[config.mk]
export PLATFORM = sky130hd
export DESIGN_NAME = mdc_cfg_regs
export DESIGN_NICKNAME = d
export VERILOG_FILES = /design/src/rtl/mdc_pkg.sv /design/src/rtl/mdc_cfg_regs.sv
export SDC_FILE = /design/constraint.sdc
export NUM_CORES = 1
export LEC_CHECK = 0
export ABC_CLOCK_PERIOD_IN_PS = 3050
export BUFFER_PORTS_ARGS = -buffer_cell sky130_fd_sc_hd__buf_2
export CAP_MARGIN = 25
export CELL_PAD_IN_SITES_DETAIL_PLACEMENT = 0
export CELL_PAD_IN_SITES_GLOBAL_PLACEMENT = 1
export CORE_UTILIZATION = 30
export CTS_CLUSTER_DIAMETER = 120
export DETAILED_ROUTE_END_ITERATION = 8
export PLACE_DENSITY_LB_ADDON = 0.2
export SYNTH_ARGS = -nofsm -noshare
export SYNTH_HDL_FRONTEND = slang
export SYNTH_SLANG_ARGS = --single-unit
[constraint.sdc]
create_clock -name i_clk -period 3.05 [get_ports i_clk]
set_input_delay 0.915 -clock i_clk [delete_from_list [all_inputs] [get_ports i_clk]]
set_output_delay 0.915 -clock i_clk [all_outputs]
set_load 0.05 [all_outputs]
[src/rtl/mdc_pkg.sv]
// Shared types, codes and direction tables for the maze carver.
package mdc_pkg;

    localparam int PADDR_W  = 4;
    localparam int PDATA_W  = 32;
    localparam int COORD_W  = 6;
    localparam int ORDER_W  = 5;
    localparam int TRY_W    = 3;
    localparam int EPOCH_W  = 8;
    localparam int ORDER_MAX = 23;
    localparam int ORDERS    = 24;
    localparam int DIRS      = 4;

    localparam logic [1:0] REG_GRID_WIDTH   = 2'd0;
    localparam logic [1:0] REG_GRID_HEIGHT  = 2'd1;
    localparam logic [1:0] REG_START_COLUMN = 2'd2;
    localparam logic [1:0] REG_START_ROW    = 2'd3;

    localparam logic [1:0] DIR_UP    = 2'd0;
    localparam logic [1:0] DIR_LEFT  = 2'd1;
    localparam logic [1:0] DIR_RIGHT = 2'd2;
    localparam logic [1:0] DIR_DOWN  = 2'd3;

    localparam logic [1:0] EV_START = 2'd0;
    localparam logic [1:0] EV_CARVE = 2'd1;
    localparam logic [1:0] EV_BACK  = 2'd2;
    localparam logic [1:0] EV_IDLE  = 2'd3;

    typedef struct packed {
        logic [6:0] grid_width;
        logic [6:0] grid_height;
        logic [5:0] start_column;
        logic [5:0] start_row;
    } t_cfg;

    typedef struct packed {
        logic [COORD_W-1:0] col;
        logic [COORD_W-1:0] row;
        logic [1:0]         side;
        logic [1:0]         kind;
        logic               fin;
    } t_result;

    // lexicographic permutations of up, left, right, down
    localparam logic [1:0] PERM_TABLE [ORDERS][DIRS] = '{
        '{DIR_UP,    DIR_LEFT,  DIR_RIGHT, DIR_DOWN },
        '{DIR_UP,    DIR_LEFT,  DIR_DOWN,  DIR_RIGHT},
        '{DIR_UP,    DIR_RIGHT, DIR_LEFT,  DIR_DOWN },
        '{DIR_UP,    DIR_RIGHT, DIR_DOWN,  DIR_LEFT },
        '{DIR_UP,    DIR_DOWN,  DIR_LEFT,  DIR_RIGHT},
        '{DIR_UP,    DIR_DOWN,  DIR_RIGHT, DIR_LEFT },
        '{DIR_LEFT,  DIR_UP,    DIR_RIGHT, DIR_DOWN },
        '{DIR_LEFT,  DIR_UP,    DIR_DOWN,  DIR_RIGHT},
        '{DIR_LEFT,  DIR_RIGHT, DIR_UP,    DIR_DOWN },
        '{DIR_LEFT,  DIR_RIGHT, DIR_DOWN,  DIR_UP   },
        '{DIR_LEFT,  DIR_DOWN,  DIR_UP,    DIR_RIGHT},
        '{DIR_LEFT,  DIR_DOWN,  DIR_RIGHT, DIR_UP   },
        '{DIR_RIGHT, DIR_UP,    DIR_LEFT,  DIR_DOWN },
        '{DIR_RIGHT, DIR_UP,    DIR_DOWN,  DIR_LEFT },
        '{DIR_RIGHT, DIR_LEFT,  DIR_UP,    DIR_DOWN },
        '{DIR_RIGHT, DIR_LEFT,  DIR_DOWN,  DIR_UP   },
        '{DIR_RIGHT, DIR_DOWN,  DIR_UP,    DIR_LEFT },
        '{DIR_RIGHT, DIR_DOWN,  DIR_LEFT,  DIR_UP   },
        '{DIR_DOWN,  DIR_UP,    DIR_LEFT,  DIR_RIGHT},
        '{DIR_DOWN,  DIR_UP,    DIR_RIGHT, DIR_LEFT },
        '{DIR_DOWN,  DIR_LEFT,  DIR_UP,    DIR_RIGHT},
        '{DIR_DOWN,  DIR_LEFT,  DIR_RIGHT, DIR_UP   },
        '{DIR_DOWN,  DIR_RIGHT, DIR_UP,    DIR_LEFT },
        '{DIR_DOWN,  DIR_RIGHT, DIR_LEFT,  DIR_UP   }
    };

    function automatic logic [1:0] perm_dir(input logic [ORDER_W-1:0] order,
                                            input logic [1:0] slot);
        return PERM_TABLE[order][slot];
    endfunction

    function automatic logic [ORDER_W-1:0] clamp_code(input logic [ORDER_W-1:0] code);
        return (code > ORDER_W'(ORDER_MAX)) ? ORDER_W'(ORDER_MAX) : code;
    endfunction

endpackage

[src/rtl/mdc_cfg_regs.sv]
// APB configuration register bank for the maze carver.
module mdc_cfg_regs (
    input  logic                   i_clk,
    input  logic                   i_rst_n,
    input  logic                   psel,
    input  logic                   penable,
    input  logic                   pwrite,
    input  logic [mdc_pkg::PADDR_W-1:0] paddr,
    input  logic [mdc_pkg::PDATA_W-1:0] pwdata,
    output logic [mdc_pkg::PDATA_W-1:0] prdata,
    output logic                   pready,
    output mdc_pkg::t_cfg          o_cfg
);
    import mdc_pkg::*;

    t_cfg       r_cfg;
    t_cfg       n_cfg;
    logic [1:0] reg_idx;
    logic       wr_en;

    assign reg_idx = paddr[3:2];
    assign wr_en   = psel & penable & pwrite;
    assign pready  = 1'b1;
    assign o_cfg   = r_cfg;

    always_comb begin
        n_cfg = r_cfg;
        if (wr_en) begin
            unique case (reg_idx)
                REG_GRID_WIDTH:   n_cfg.grid_width   = pwdata[6:0];
                REG_GRID_HEIGHT:  n_cfg.grid_height  = pwdata[6:0];
                REG_START_COLUMN: n_cfg.start_column = pwdata[5:0];
                REG_START_ROW:    n_cfg.start_row    = pwdata[5:0];
                default:          n_cfg = r_cfg;
            endcase
        end
    end

    always_comb begin
        unique case (reg_idx)
            REG_GRID_WIDTH:   prdata = PDATA_W'(r_cfg.grid_width);
            REG_GRID_HEIGHT:  prdata = PDATA_W'(r_cfg.grid_height);
            REG_START_COLUMN: prdata = PDATA_W'(r_cfg.start_column);
            REG_START_ROW:    prdata = PDATA_W'(r_cfg.start_row);
            default:          prdata = '0;
        endcase
    end

    always_ff @(posedge i_clk) begin
        if (!i_rst_n) begin
            r_cfg <= '{grid_width: 7'd16, grid_height: 7'd16,
                       start_column: 6'd0, start_row: 6'd0};
        end else begin
            r_cfg <= n_cfg;
        end
    end

endmodule

Word level (Yosys, flattened, before mapping)
Cells that the tools add are included.
Storage, ports and cells
  bits in registers: 26
  bits in latches: 0
  RAM bits: 0
  ROM bits: 0
  input bits: 41
  output and inout bits: 59
  word-level logic and storage cells: 15
  memories: 0
Operators by class
  $add $sub $neg: 0
  multiply operators: 0
  div/mod/pow operators: 0
  magnitude comparators: 0
  equal/unequal tests: 3
  shift-type cells: 0
  multiplexer cells: 1
  bitwise gates (word level): 2
  reductions and logical operators: 5
Operators by type and width (count)
  $pmux W32 S4: 1
  $reduce_and A2 Y1: 4
  $eq A2 B2 Y1 const B: 2
  $and A1 B1 Y1: 2
  $eq A2 B1 Y1 const B: 1
  $logic_not A2 Y1: 1

Longest topological paths before layout
Gate-level depths: netlist of the first run.
  word-level depth: 3
  gate-level depth with buffers: 4
  gate-level depth less buffers: 3

Worst setup path before layout of the first run
OpenSTA, ideal clock, no wires.
  path type: input-to-output
  start point: in paddr[2] in the netlist's numbering
  end point: out prdata[6] in the netlist's numbering
  data arrival time: 1.860 ns
  required time: 2.135 ns
  path slack: 0.275 ns
  stages: 3
  path buffers: 1
  cell sequence: buf_4 mux2i_1 nor2_1
Between the ends
  longest elaborated chain between the ends: 2
  elaborated cells on any way between the ends: 5
  classes of those cells: eq/ne: 3; mux: 1; reduce/logical: 1
Ends and longest elaborated chain
  from (decl): RTL line mdc_cfg_regs.sv:8  | input logic [mdc_pkg::PADDR_W-1:0] paddr,
  $eq A2 B2 Y1, or another cell as far along: RTL line mdc_cfg_regs.sv:40  | unique case (reg_idx)
  $pmux W32 S4 (*): RTL line mdc_cfg_regs.sv:40
  to (decl): RTL line mdc_cfg_regs.sv:10  | output logic [mdc_pkg::PDATA_W-1:0] prdata,
Mark *: on every way between the ends. The rest lies on a longest branch, timed or not. The select of a mux whose other input is x is not followed.

Final worst setup path of the first run
  start point: in paddr[3] in the netlist's numbering
  end point: out prdata[4] in the netlist's numbering
Same word-level chain as after synthesis.

==> parameters.txt, run 1 <==
Parameter                              Value

Status
  Status    completed

Synth
  Most used flip-flop cell after synthesis    sky130_fd_sc_hd__dfxtp_1
  Share of the yosys chip area belonging to registers    37.5%
  Leading cell type by number of instances after synthesis    sky130_fd_sc_hd__nand2_1
  Netlist area before placement    1390 um2
  Synth cell types    16
  Average instance area after synthesis    10.2 um2
  Area fraction of the dominant cell type after synthesis    37.5%
  Synthesis-stage register bit count    26
  Number of enable-type register cells in the synthesized netlist    0
  Cell type contributing the most total cell area after synthesis    sky130_fd_sc_hd__dfxtp_1
  Post-synthesis instance total    136
  Synth top cells by count    sky130_fd_sc_hd__nand2_1 (31), sky130_fd_sc_hd__buf_4 (27), sky130_fd_sc_hd__mux2i_1 (27)
  Top area cells in the synthesized netlist    sky130_fd_sc_hd__dfxtp_1 (37%), sky130_fd_sc_hd__mux2i_1 (19%), sky130_fd_sc_hd__buf_4 (15%), sky130_fd_sc_hd__mux4_2 (9.7%), sky130_fd_sc_hd__nand2_1 (8.4%)
  Post-synthesis async set-or-reset flop share    0%
  Yosys warnings    0

Final layout
  Number of nets in the finished design    218
  Final core area utilization    35.9%
  Growth of design area from synthesis to finish    14.2%
  Total non-filler cell area in the finished layout    1590 um2
  Share of layout cells above drive strength 1    34.1%
  Flip-flop count of the largest register after layout    26
  Ant diodes    0

Placed design
  Total placed instance area    1520 um2
  Sum of net half-perimeters after detailed placement    2170 um
  Gpl congestion    0.664
  Number of I/O port buffers    46
  Post-placement worst setup slack    0.118 ns

STA
  Hold violation count in the final report    0
  Final Skew    0 ns
  Normalized max-slew margin    60.3%
  Worst Slack Setup Final    0.132 ns
  Fmax achieved    343 MHz
  RSZ-0062 raised after global routing    false
  Actual slew at the worst max-slew pin    0.594 ns
  TNS Setup    0 ns
  Worst Hold Slack    0.477 ns
  Minimum clock period    2.92 ns
  Number of pins with negative max-slew slack in the final report    0
  Share of the clock period used by the worst path after layout    95.7%
  Number of setup violations in the final report    0

Detailed routing
  WL per Instance    12.9 um
  Post-detailed-routing wire length    2930 um
  Antenna viol nets, final    0
  Drc violations    0
  Total vias in the final route    986
  Number of DRC violations after detailed-routing iteration 0    37
  Via-to-Cell Ratio    4.32
  Number of optimization iterations in the first detailed-route pass    4

Worst hold path
  Type of the most critical hold path    flip-flop to flip-flop
  Number of instances on the worst hold path    2

Die
  Initial cell density of the core    31.5%
  Number of top-level design ports    100
  Area enclosed by the die boundary    4910 um2
  Placeable core region    4410 um2
  Number of core rows    24
  Die width    70.0 um
  DIE HEIGHT    70.0 um

CTS
  CTS Buf Count    3
  Clock-pin slew on the worst setup and hold paths    0.09 ns
  Number of buffers inserted by post-CTS setup repair    0
  CTS root buffer    sky130_fd_sc_hd__clkbuf_8
  Number of cells upsized or downsized after cts    0
  Count of H-tree levels built during CTS    1
  Clock tree from TritonCTS    built
  Bufs on Longest Clock Path    2
  Worst-Skew Late Latency    0.26 ns
  # clock sinks    26
  Post-CTS Hold Buffers    0

Critical path
  Capturing element type of the critical path    output pin
  Number of cells on the worst reg-to-reg path    2
  Crit path arrival time    2.00 ns
  Type of element launching the critical path    input pin
  Worst Path Max Fanout    11
  Crit Path Category    input pin to output pin
  Data required time at the worst endpoint    2.13 ns

Pwr
  Leakage power    0.000813 uW
  Worst-case vdd ir drop    0.156 mV
  Power density normalized to cell area    487 nW/um2

Global routing
  Overflow after GRT    0
  GRT Util Overall    11.7%
  First-pass GRT wire length    4460 um
  Via count of the first global-routing pass    908
  Initial antenna violation count    0
  Largest net degree at the start of global routing    35

Job
  Number of maximum-capacitance violations    0
-- where the power goes --
group	leakage (uW)	total (uW)	switching [uW]	internal [uW]
logic	0.000568	144	120	23.7
clock network	0.0000357	283	107	175
registers	0.000210	347	3.20	344
total	0.000813	773	230	543
-- through the flow --
step	std cells	total power (uW)
after floorplan	160	507
after global placement	224	498
after detailed placement	224	499
after CTS	228	783
after global routing	228	805
final	228	773
-- layout make-up --
cell class                 count  area, um2
clock inverter                 1       30.0
fill                         459       2830
tap                           52       65.1
timing repair buffer          47        238
clock buffer                   3       41.3
sequential                    26        520
multi-input combinational     99        692
-- cell families (layout without fill, tap and decap cells) --
logic type | Yosys count | count (layout) | share of synthesized area [%]
buf+inv | 35 | 51 | 19.2
flops | 26 | 26 | 37.5
mux | 33 | 33 | 29.2
simple gates | 40 | 40 | 13.6
other cells | 2 | 26 | 0.541
-- routing by layer --
layer / global-route usage [%] / up-vias / routed length (um)
met1: 15.0 / 451 / 1340
met4: 4.67 / 0 / 21
met5: 0 / - / 0
met2: 19.2 / 51 / 1390
met3: 2.60 / 2 / 184
li1: - / 482 / -
-- final timing paths --
check                               from                endpoint  slack (ns)
setup / recovery                paddr[3]               prdata[4]        0.13
hold / removal    o_cfg[17]$_SDFFE_PN0P_  o_cfg[17]$_SDFFE_PN0P_        0.48
setup reg to reg  o_cfg[16]$_SDFFE_PN1P_  o_cfg[16]$_SDFFE_PN1P_        2.40
hold reg to reg   o_cfg[17]$_SDFFE_PN0P_  o_cfg[17]$_SDFFE_PN0P_        0.48
-- worst max-delay path, stage by stage --
cell,delay (ns)
sky130_fd_sc_hd__buf_2,0.29
sky130_fd_sc_hd__mux4_2,0.56
sky130_fd_sc_hd__buf_2,0.23
-- cells in the final DEF, fill, tap and decap left out, drive strengths merged --
cell type	instances
and3	1
and3b	1
buf	47
bufinv	1
clkbuf	3
conb	26
dfxtp	26
mux2i	27
mux4	6
nand2	31
nand3	1
nand3b	1
nor2	1
nor2b	3
nor3b	1
(Power assumes the default switching activity.)
==> run 2, diff against run 1 <==
==> constraint.sdc (replaced) <==
create_clock -name i_clk -period 3.05 [get_ports i_clk]
set_input_delay 0.915 -clock i_clk [delete_from_list [all_inputs] [get_ports i_clk]]
set_output_delay 0.915 -clock i_clk [all_outputs]
set_load 0.02 [all_outputs]
==> run 2 against run 1 <==
Against the previous run:
- core utilization fell by 0.37 points
- worst setup slack better by 0.042 ns
- global-route usage is 0.44 points higher
- cell count did not move
- sequential power about the same
- sequential share of layout area up 0.34 points
- register-to-register slack about the same
- combinational power fell by 39%
- routed wire length grew 0.78%
- largest cell class unchanged
==> parameters.txt, run 2 (same netlist as run 1, synthesis figures left out) <==
Parameter                              Value

Status
  Status    completed

Critical path
  Worst Path Max Fanout    11 (unchanged)
  Number of cells on the worst reg-to-reg path    2 (unchanged)
  Crit Path Category    input pin to output pin
  R2r startpoint    o_cfg[16]$_SDFFE_PN1P_
  Type of element launching the critical path    input pin
  Crit path from    paddr[3]
  Crit path arrival time    1.96 ns (-0.04 ns)
  Capturing element type of the critical path    output pin
  Data required time at the worst endpoint    2.13 ns (about the same)

Final layout
  Number of nets in the finished design    218 (unchanged)
  Final core area utilization    35.6% (-0.37 points)
  Ant diodes    0 (unchanged)
  Layout Cells excl Fill    228 (unchanged)
  Most common cell after layout, fill and taps aside    sky130_fd_sc_hd__buf_2
  Total non-filler cell area in the finished layout    1570 um2 (-1.0%)
  Number of inserted filler cells in the final layout    466 (+1.5%)
  Commonest non-fill, non-tap cells in the layout    sky130_fd_sc_hd__buf_2 (46), sky130_fd_sc_hd__nand2_1 (31), sky130_fd_sc_hd__mux2i_1 (27)
  Flip-flop count of the largest register after layout    26 (unchanged)
  Growth of design area from synthesis to finish    13.1%
  Share of layout cells above drive strength 1    34.1% (unchanged)

Global routing
  First-pass GRT wire length    4630 um (+3.9%)
  Via count of the first global-routing pass    924 (+1.8%)
  Initial antenna violation count    0 (unchanged)
  Largest net degree at the start of global routing    35 (unchanged)
  Overflow after GRT    0 (unchanged)
  GRT Util Overall    12.2% (+0.44 points)

STA
  Minimum clock period    2.88 ns (-0.0420 ns)
  Final Skew    0 ns (unchanged)
  Number of setup violations in the final report    0 (unchanged)
  TNS Setup    0 ns (unchanged)
  Normalized max-slew margin    61.1% (+0.79 points)
  Fmax achieved    348 MHz (+1.5%)
  Hold violation count in the final report    0 (unchanged)
  Worst Slack Setup Final    0.174 ns (+0.0420 ns)
  Share of the clock period used by the worst path after layout    94.3% (-1.4 points)
  Number of pins with negative max-slew slack in the final report    0 (unchanged)
  Actual slew at the worst max-slew pin    0.584 ns (-0.00999 ns)
  RSZ-0062 raised after global routing    false

Detailed routing
  Antenna viol nets, final    0 (unchanged)
  Number of optimization iterations in the first detailed-route pass    2 (-2)
  Number of DRC violations after detailed-routing iteration 0    38 (+2.7%)
  Via-to-Cell Ratio    4.41 (+2.0%)
  Post-detailed-routing wire length    2960 um (+0.78%)
  WL per Instance    13.0 um (+0.78%)
  Drc violations    0 (unchanged)
  Total vias in the final route    1006 (+2.0%)

Pwr
  Switching share of power    26.0% (-3.8 points)
  Power density normalized to cell area    415 nW/um2 (-15%)
  Part of the total power dissipated in sequential elements    53.2% (+8.3 points)
  Leakage power    0.000806 uW (-0.85%)
  Clock power share    33.3% (-3.3 points)
  Worst-case vdd ir drop    0.160 mV (+2.6%)
  Switching pwr    170 uW (-26%)
  Comb power frac    13.5% (-5.1 points)
  Cell internal power dissipation    482 uW (-11%)

Placed design
  Instance count after placement with tap cells included    224 (unchanged)
  Total placed instance area    1520 um2 (unchanged)
  Gpl congestion    0.664 (about the same)
  Number of I/O port buffers    46 (unchanged)
  Post-placement worst setup slack    0.172 ns (+0.0538 ns)
  Sum of net half-perimeters after detailed placement    2210 um (+1.9%)

CTS
  CTS Buf Count    3 (unchanged)
  Number of buffers inserted by post-CTS setup repair    0 (unchanged)
  # clock sinks    26 (unchanged)
  CTS root buffer    sky130_fd_sc_hd__clkbuf_8
  Bufs on Longest Clock Path    2 (unchanged)
  Post-CTS Hold Buffers    0 (unchanged)
  Clock-pin slew on the worst setup and hold paths    0.08 ns (about the same)
  Number of cells upsized or downsized after cts    0 (unchanged)
  Clock tree from TritonCTS    built
  Worst-Skew Late Latency    0.26 ns (about the same)
  Count of H-tree levels built during CTS    1 (unchanged)

Job
  Number of maximum-capacitance violations    0 (unchanged)

Die
  Number of core rows    24 (unchanged)
  Die width    70.0 um (unchanged)
  Area enclosed by the die boundary    4910 um2 (unchanged)
  Initial cell density of the core    31.5% (unchanged)
  Placeable core region    4410 um2 (unchanged)
  Number of top-level design ports    100 (unchanged)
  DIE HEIGHT    70.0 um (unchanged)

Worst hold path
  Type of the most critical hold path    flip-flop to flip-flop
  Number of instances on the worst hold path    2 (unchanged)
  Hold_sp    o_cfg[24]$_SDFFE_PN0P_
-- run 2: cell types whose count changed in the layout (fill, tap and decap cells not counted) --
| cell | previous run | this run |
|---|---|---|
| sky130_fd_sc_hd__bufinv_16 | 1 | 0 |
| sky130_fd_sc_hd__clkbuf_8 | 3 | 4 |
-- run 2: power by group through the flow --
stage                     sequential, uW  clock, uW  combinational (uW)
final                                347        217                88.2
after detailed placement             355          0                88.3
after global routing                 348        243                94.7
after global placement               354          0                87.2
after floorplan                      360          0                90.8
after CTS                            347        229                88.5
-- run 2: layout make-up --
class | count | area [um2] | share of cell area [%]
multi-input cells | 99 | 692 | 44.1
clock buffers | 4 | 55.1 | 3.51
repair buffers | 47 | 238 | 15.1
flip-flops and latches | 26 | 520 | 33.1
well taps | 52 | 65.1 | 4.14
-- run 2: layer usage --
layer | global-route usage (%) | wire (um) | vias to the layer above
met5 | 0 | 0 | -
met4 | 6.22 | 65 | 0
met3 | 2.02 | 176 | 7
met2 | 20.0 | 1380 | 53
met1 | 15.4 | 1330 | 467
li1 | - | - | 479
-- run 2: final timing paths --
kind                            end  slack, ns
max                       prdata[4]       0.17
min          o_cfg[24]$_SDFFE_PN0P_       0.48
max reg2reg  o_cfg[16]$_SDFFE_PN1P_       2.40
min reg2reg  o_cfg[24]$_SDFFE_PN0P_       0.48
-- run 2: critical path, cell delays in order --
cell,delay [ns]
sky130_fd_sc_hd__buf_2,0.30
sky130_fd_sc_hd__mux4_2,0.57
sky130_fd_sc_hd__buf_2,0.18
-- run 2: metrics by stage --
step	power, uW	hold slack (ns)
3_5_place_dp	443	0.467
5_1_grt	686	0.506
6_report	652	0.479
2_1_floorplan	451	0.541
4_1_cts	665	0.485
3_3_place_gp	442	0.452
